$ cat config.mk
export PLATFORM = sky130hd
export DESIGN_NAME = mcfir_ctrl
export DESIGN_NICKNAME = d
export VERILOG_FILES = /design/src/hw/rtl/mcfir_pkg.sv /design/src/hw/rtl/mcfir_ctrl.sv
export SDC_FILE = /design/constraint.sdc
export NUM_CORES = 1
export LEC_CHECK = 0
export BUFFER_PORTS_ARGS = -buffer_cell sky130_fd_sc_hd__buf_4
export CORE_AREA = 3 3 40 42
export CTS_BUF_LIST = sky130_fd_sc_hd__clkbuf_4 sky130_fd_sc_hd__clkbuf_8
export CTS_CLUSTER_DIAMETER = 30
export DETAILED_ROUTE_END_ITERATION = 7
export DIE_AREA = 0 0 43 45
export GPL_TIMING_DRIVEN = 0
export PLACE_DENSITY = 0.48
export RECOVER_POWER = 25
export SLEW_MARGIN = 15
export SYNTH_ARGS = -nofsm -noshare
export SYNTH_HDL_FRONTEND = slang
export SYNTH_SLANG_ARGS = --single-unit
$ cat constraint.sdc
create_clock -name clk -period 2.51 [get_ports clk]
set_clock_uncertainty 0.15 [all_clocks]
set_input_delay 0.251 -clock clk [delete_from_list [all_inputs] [get_ports clk]]
set_output_delay 0.251 -clock clk [all_outputs]
set_load 0.005 [all_outputs]
$ cat src/hw/rtl/mcfir_pkg.sv
// ----------------------------------------------------------------------------
// mcfir_pkg: shared definitions of the multichannel FIR filter
// Field widths, request and register codes, channel payloads and the
// command and status bundles between the controller and the datapath.
// ----------------------------------------------------------------------------
package mcfir_pkg;

  // Default sizing of the filter.
  localparam int FILTER_ORDER_DEF = 128;
  localparam int MAX_CHANNELS_DEF = 8;

  // Field widths.
  localparam int CHAN_W     = 3;
  localparam int SAMPLE_W   = 16;
  localparam int COEF_IDX_W = 8;
  localparam int CNT_W      = 4;

  // Configuration port.
  localparam int CFG_IDX_W  = 1;
  localparam int CFG_DATA_W = 4;

  localparam logic [CFG_IDX_W-1:0] CFG_FILTER_ENABLE = 1'd0;
  localparam logic [CFG_IDX_W-1:0] CFG_CHANNEL_COUNT = 1'd1;

  localparam logic [CNT_W-1:0] CHANNEL_COUNT_RST = 4'd8;

  // Request types.
  localparam logic REQ_SAMPLE = 1'b0;
  localparam logic REQ_COEF   = 1'b1;

  typedef struct packed {
    logic                         req_type;
    logic [CHAN_W-1:0]            channel;
    logic signed [SAMPLE_W-1:0]   sample;
    logic [COEF_IDX_W-1:0]        coef_index;
    logic signed [SAMPLE_W-1:0]   coef_value;
  } in_item_t;

  typedef struct packed {
    logic [CHAN_W-1:0]            out_channel;
    logic signed [SAMPLE_W-1:0]   filtered;
  } out_item_t;

  // Controller to datapath.
  typedef struct packed {
    logic clr_step;   // write zero at the clearing address and advance
    logic accept;     // a request is taken from the input channel
    logic head_wr;    // store the sample at the channel's new head
    logic mac_issue;  // read one tap pair and advance
    logic round;      // round and saturate the accumulator
    logic out_load;   // move the result into the output register
  } cmd_t;

  // Datapath to controller.
  typedef struct packed {
    logic in_is_coef; // request at the input is a coefficient write
    logic in_filter;  // sample at the input goes through the filter
    logic clr_last;   // clearing address is the last one
    logic tap_last;   // tap counter is at the last tap
    logic pipe_busy;  // products still on their way to the accumulator
  } status_t;

endpackage

$ cat src/hw/rtl/mcfir_ctrl.sv
// ----------------------------------------------------------------------------
// mcfir_ctrl: sequencing controller
// Runs the clearing pass, takes requests, steps the tap walk and hands the
// result to the output register.
// ----------------------------------------------------------------------------
module mcfir_ctrl (
  input  logic              clk,
  input  logic              rst_n,
  input  logic              in_valid,
  output logic              in_ready,
  output logic              out_valid,
  input  logic              out_ready,
  input  mcfir_pkg::status_t sts,
  output mcfir_pkg::cmd_t    cmd
);

  localparam logic [2:0] S_CLEAR = 3'd0;
  localparam logic [2:0] S_IDLE  = 3'd1;
  localparam logic [2:0] S_HEAD  = 3'd2;
  localparam logic [2:0] S_MAC   = 3'd3;
  localparam logic [2:0] S_DRAIN = 3'd4;
  localparam logic [2:0] S_ROUND = 3'd5;
  localparam logic [2:0] S_OUT   = 3'd6;

  logic [2:0] state_r, state_nxt;
  logic       out_valid_r, out_valid_nxt;

  always_comb begin
    state_nxt = state_r;
    cmd       = '0;
    unique case (state_r)
      S_CLEAR: begin
        cmd.clr_step = 1'b1;
        if (sts.clr_last) begin
          state_nxt = S_IDLE;
        end
      end
      S_IDLE: begin
        if (in_valid) begin
          cmd.accept = 1'b1;
          if (sts.in_is_coef) begin
            state_nxt = S_IDLE;
          end else if (sts.in_filter) begin
            state_nxt = S_HEAD;
          end else begin
            state_nxt = S_OUT;
          end
        end
      end
      S_HEAD: begin
        cmd.head_wr = 1'b1;
        state_nxt   = S_MAC;
      end
      S_MAC: begin
        cmd.mac_issue = 1'b1;
        if (sts.tap_last) begin
          state_nxt = S_DRAIN;
        end
      end
      S_DRAIN: begin
        if (!sts.pipe_busy) begin
          state_nxt = S_ROUND;
        end
      end
      S_ROUND: begin
        cmd.round = 1'b1;
        state_nxt = S_OUT;
      end
      S_OUT: begin
        if (!out_valid_r || out_ready) begin
          cmd.out_load = 1'b1;
          state_nxt    = S_IDLE;
        end
      end
      default: begin
        state_nxt = S_CLEAR;
      end
    endcase
  end

  always_comb begin
    if (cmd.out_load) begin
      out_valid_nxt = 1'b1;
    end else if (out_ready) begin
      out_valid_nxt = 1'b0;
    end else begin
      out_valid_nxt = out_valid_r;
    end
  end

  always_ff @(posedge clk) begin
    if (!rst_n) begin
      state_r     <= S_CLEAR;
      out_valid_r <= 1'b0;
    end else begin
      state_r     <= state_nxt;
      out_valid_r <= out_valid_nxt;
    end
  end

  assign in_ready  = (state_r == S_IDLE);
  assign out_valid = out_valid_r;

endmodule

==> impl_results.md <==
* First-pass iteration count of the detailed router at 4
* Worst setup path class: flip-flop to primary output
* Syn_area_per_cell at 7.51 sq um
* Master cell of the clock root buffer: sky130_fd_sc_hd__clkbuf_4
* Async set-reset flop share out of synthesis at 0
* Sequential Power Share at 0.289
* Stage delay of the slowest cell on the critical path at 0.39 ns
* Largest net degree at the start of global routing at 11
* Static Leak at 0.222 nW
* Synthesis-to-finish area growth at 46.2%
* Post-DR vias/cell at 4.71
* Multi-input gate area at 218 sq um
* Element type at the critical path start: flip-flop
* Power after layout at 0.000265 W
* Setup-violating endpoint count in the final report at 0
* Clock network fraction of design power at 0.285
* Total routed wirelength at 816 microns
* Clock tree from TritonCTS: done
* Power density normalized to cell area at 549 nW/um^2
* Most common cell on crit path: sky130_fd_sc_hd__buf_4
* Syn Nets at 53
* Via count at 367
* Count of boundary I/O pins at 17
* Die width at 43 microns
* Number of buffers added to fix hold violations after cts at 0
* Cell types with the largest area share after synthesis: sky130_fd_sc_hd__dfxtp_1, sky130_fd_sc_hd__nor3_1, sky130_fd_sc_hd__nor2_1, sky130_fd_sc_hd__mux2i_1, sky130_fd_sc_hd__nand2_1
* Setup slack at placement at 0.980 ns
* DRC Markers at 0
* Final Net Count at 74
* Primary flip-flop cell chosen by synthesis mapping: sky130_fd_sc_hd__dfxtp_1
* Run status: complete, no violations
* Total Neg Setup Slack at 0 ns
* Post-CTS sizing at 0
* Post-synth top cells: sky130_fd_sc_hd__nor2_1, sky130_fd_sc_hd__nor3_1, sky130_fd_sc_hd__dfxtp_1, sky130_fd_sc_hd__nand2_1
* Cell Chain, Critical Path: clkbuf_1 > nand2_1 > nor3_1 > buf_4 > buf_4
* Area of the mapped netlist at 330 sq um
* RSZ-0062 raised after global routing: no
* Critical Path End Type: primary output
* EDFF count, synth at 0
* Total die area at 1940 sq um
* Maximum level of the CTS H-tree at 1
* Cell with the biggest individual delay on the critical path: sky130_fd_sc_hd__dfxtp_1
* Required time worst endpoint at 2.11 ns
* Area used by sequential logic in the layout at 80.1 sq um
* Port buffer count at 16
* Ratio of cells with drive above 1 in the final layout at 0.381
* Data arrival time of the critical path at 1.54 ns
* Fin worst setup slack at 0.571 ns
* Final critical path time including I/O delays and setup at 1.94 ns
* Worst max-slew margin expressed relative to the limit at 0.715
* Total track usage at 0.0956
* Leading cell type by number of instances after synthesis: sky130_fd_sc_hd__nor2_1
* Cell accounting for the most synthesized area: sky130_fd_sc_hd__dfxtp_1
* Crit-path max FO at 10
* Clock buffer depth at 2
* Max rail drop VDD at 0.204 mV
* Die height at 45 microns
* Number of pins exceeding their max-slew limit in the final report at 0
* Max Freq at 516 MHz
* Worst min-delay path category: primary input to flip-flop
* Util after Layout at 0.376
* TritonCTS Buffers at 3
* Skew-Pair Late Insertion Delay at 0.23 ns
* Final worst-path cycle share at 0.773
* Filler-free cell count of the finished design at 78
* Worst-path clk slew at 0.03 ns
* Seq cells post-synth at 4
* Placement row count at 13
* Antenna violations before repair at 0
* Switching share of total power at 0.310
* Placed cells at 75
* Share of the synthesized area in the top cell type at 0.242
* Count of endpoints failing hold in the final timing report at 0
* Setup Fix Bufs, Post-CTS at 0
* Switching power at 0.0000821 W
* First-pass GRT wire length at 1440 microns
* Count of antenna-violating nets left after detailed routing at 0
* Fraction of the yosys area taken by sequential cells at 0.242
* Transition time of the tightest slew-check pin at 0.427 ns
* Effective utilization at floorplan at 0.257
* Clock Sinks at 4
* Via count of the first global-routing pass at 331
* Grt ovf at 0
* Relative contribution of combinational cells to total power at 0.427
* Final routed wire length divided by cell count at 10.5 microns
* Netlist cell types at 25
* GPL Wtd Cong at 0.658
* Fillers at 155
* Post-detail-place hpwl at 653 microns
* Max-capacitance violation count at 0
* Internal Pwr Total at 0.000183 W
* Antenna diode count at 0
* Core ar. at 1280 sq um
* Syn Inst Count at 44
* Warnings, synthesis at 0
* Detailed router's first-iteration violation count at 3
==> registers in the layout, summed over array words and instances, names as in the netlist <==
register and cells:
out_valid 1, state_r 3
==> final cells by class <==
| class | count | area share |
|---|---|---|
| tap | 15 | 0.0389 |
| buffer | 4 | 0.0415 |
| sequential | 4 | 0.166 |
| inverter | 1 | 0.00777 |
| clock buffer | 3 | 0.0466 |
| timing repair buffer | 16 | 0.249 |
| multi-input combinational | 35 | 0.451 |
==> cell families (layout without fill, tap and decap cells) <==
family / after synthesis / after routing / share of synthesized area
muxes: 2 / 2 / 0.0606
and+or+nand+nor: 22 / 22 / 0.341
AOI/OAI and AO/OA: 11 / 11 / 0.258
buffers and inverters: 5 / 24 / 0.0985
DFF: 4 / 4 / 0.242
==> routing by layer <==
layer  vias to the layer above  global-route usage  routed length (microns)
met5                         -                   0                        0
li1                        199                   -                        -
met3                         0              0.0239                       52
met1                       155               0.129                      406
met4                         0              0.0361                        0
met2                        13               0.147                      358
==> critical path, delay by kind of cell, from the launching register on <==
kind                   cells  cell delay (ns)
DFF                        1             0.39
and+or+nand+nor            2             0.33
buffers and inverters      3             0.60
==> layout by cell type (no fill, tap or decap), types with 2 or more instances in the layout <==
cell type	Yosys	layout
sky130_fd_sc_hd__dfxtp_1	4	4
sky130_fd_sc_hd__buf_4	1	16
sky130_fd_sc_hd__nor3_1	5	5
sky130_fd_sc_hd__nand2_1	4	4
sky130_fd_sc_hd__o31ai_1	2	2
sky130_fd_sc_hd__nor2_1	6	6
sky130_fd_sc_hd__mux2i_1	2	2
sky130_fd_sc_hd__o21a_1	2	2
sky130_fd_sc_hd__clkbuf_1	0	2
sky130_fd_sc_hd__clkbuf_4	0	4
==> power by group through the flow <==
stage,combinational [W],sequential [W],clock (W)
6_report,0.000113,0.0000766,0.0000755
3_5_place_dp,0.000119,0.0000781,0
3_3_place_gp,0.000121,0.0000788,0
2_1_floorplan,0.0000760,0.0000765,0
5_1_grt,0.000127,0.0000781,0.0000837
4_1_cts,0.000119,0.0000772,0.0000802
==> worst paths after layout <==
kind	startpoint	end	slack, ns	cells past startpoint
setup / recovery	state_r[2]$_SDFFE_PN0P_	cmd[0]	0.57	5
hold / removal	rst_n	out_valid$_SDFFE_PN0P_	0.13	2
setup reg to reg	state_r[0]$_SDFFE_PN0P_	state_r[2]$_SDFFE_PN0P_	0.79	5
hold reg to reg	out_valid$_SDFFE_PN0P_	out_valid$_SDFFE_PN0P_	0.51	2
==> metrics by stage <==
stage | hold WS (ns) | instance area, sq um
final | 0.133 | 483
after global placement | 0.368 | 469
after CTS | 0.129 | 492
after floorplan | 0.219 | 330
after detailed placement | 0.367 | 469
after global routing | 0.153 | 483
(Power assumes the default switching activity.)
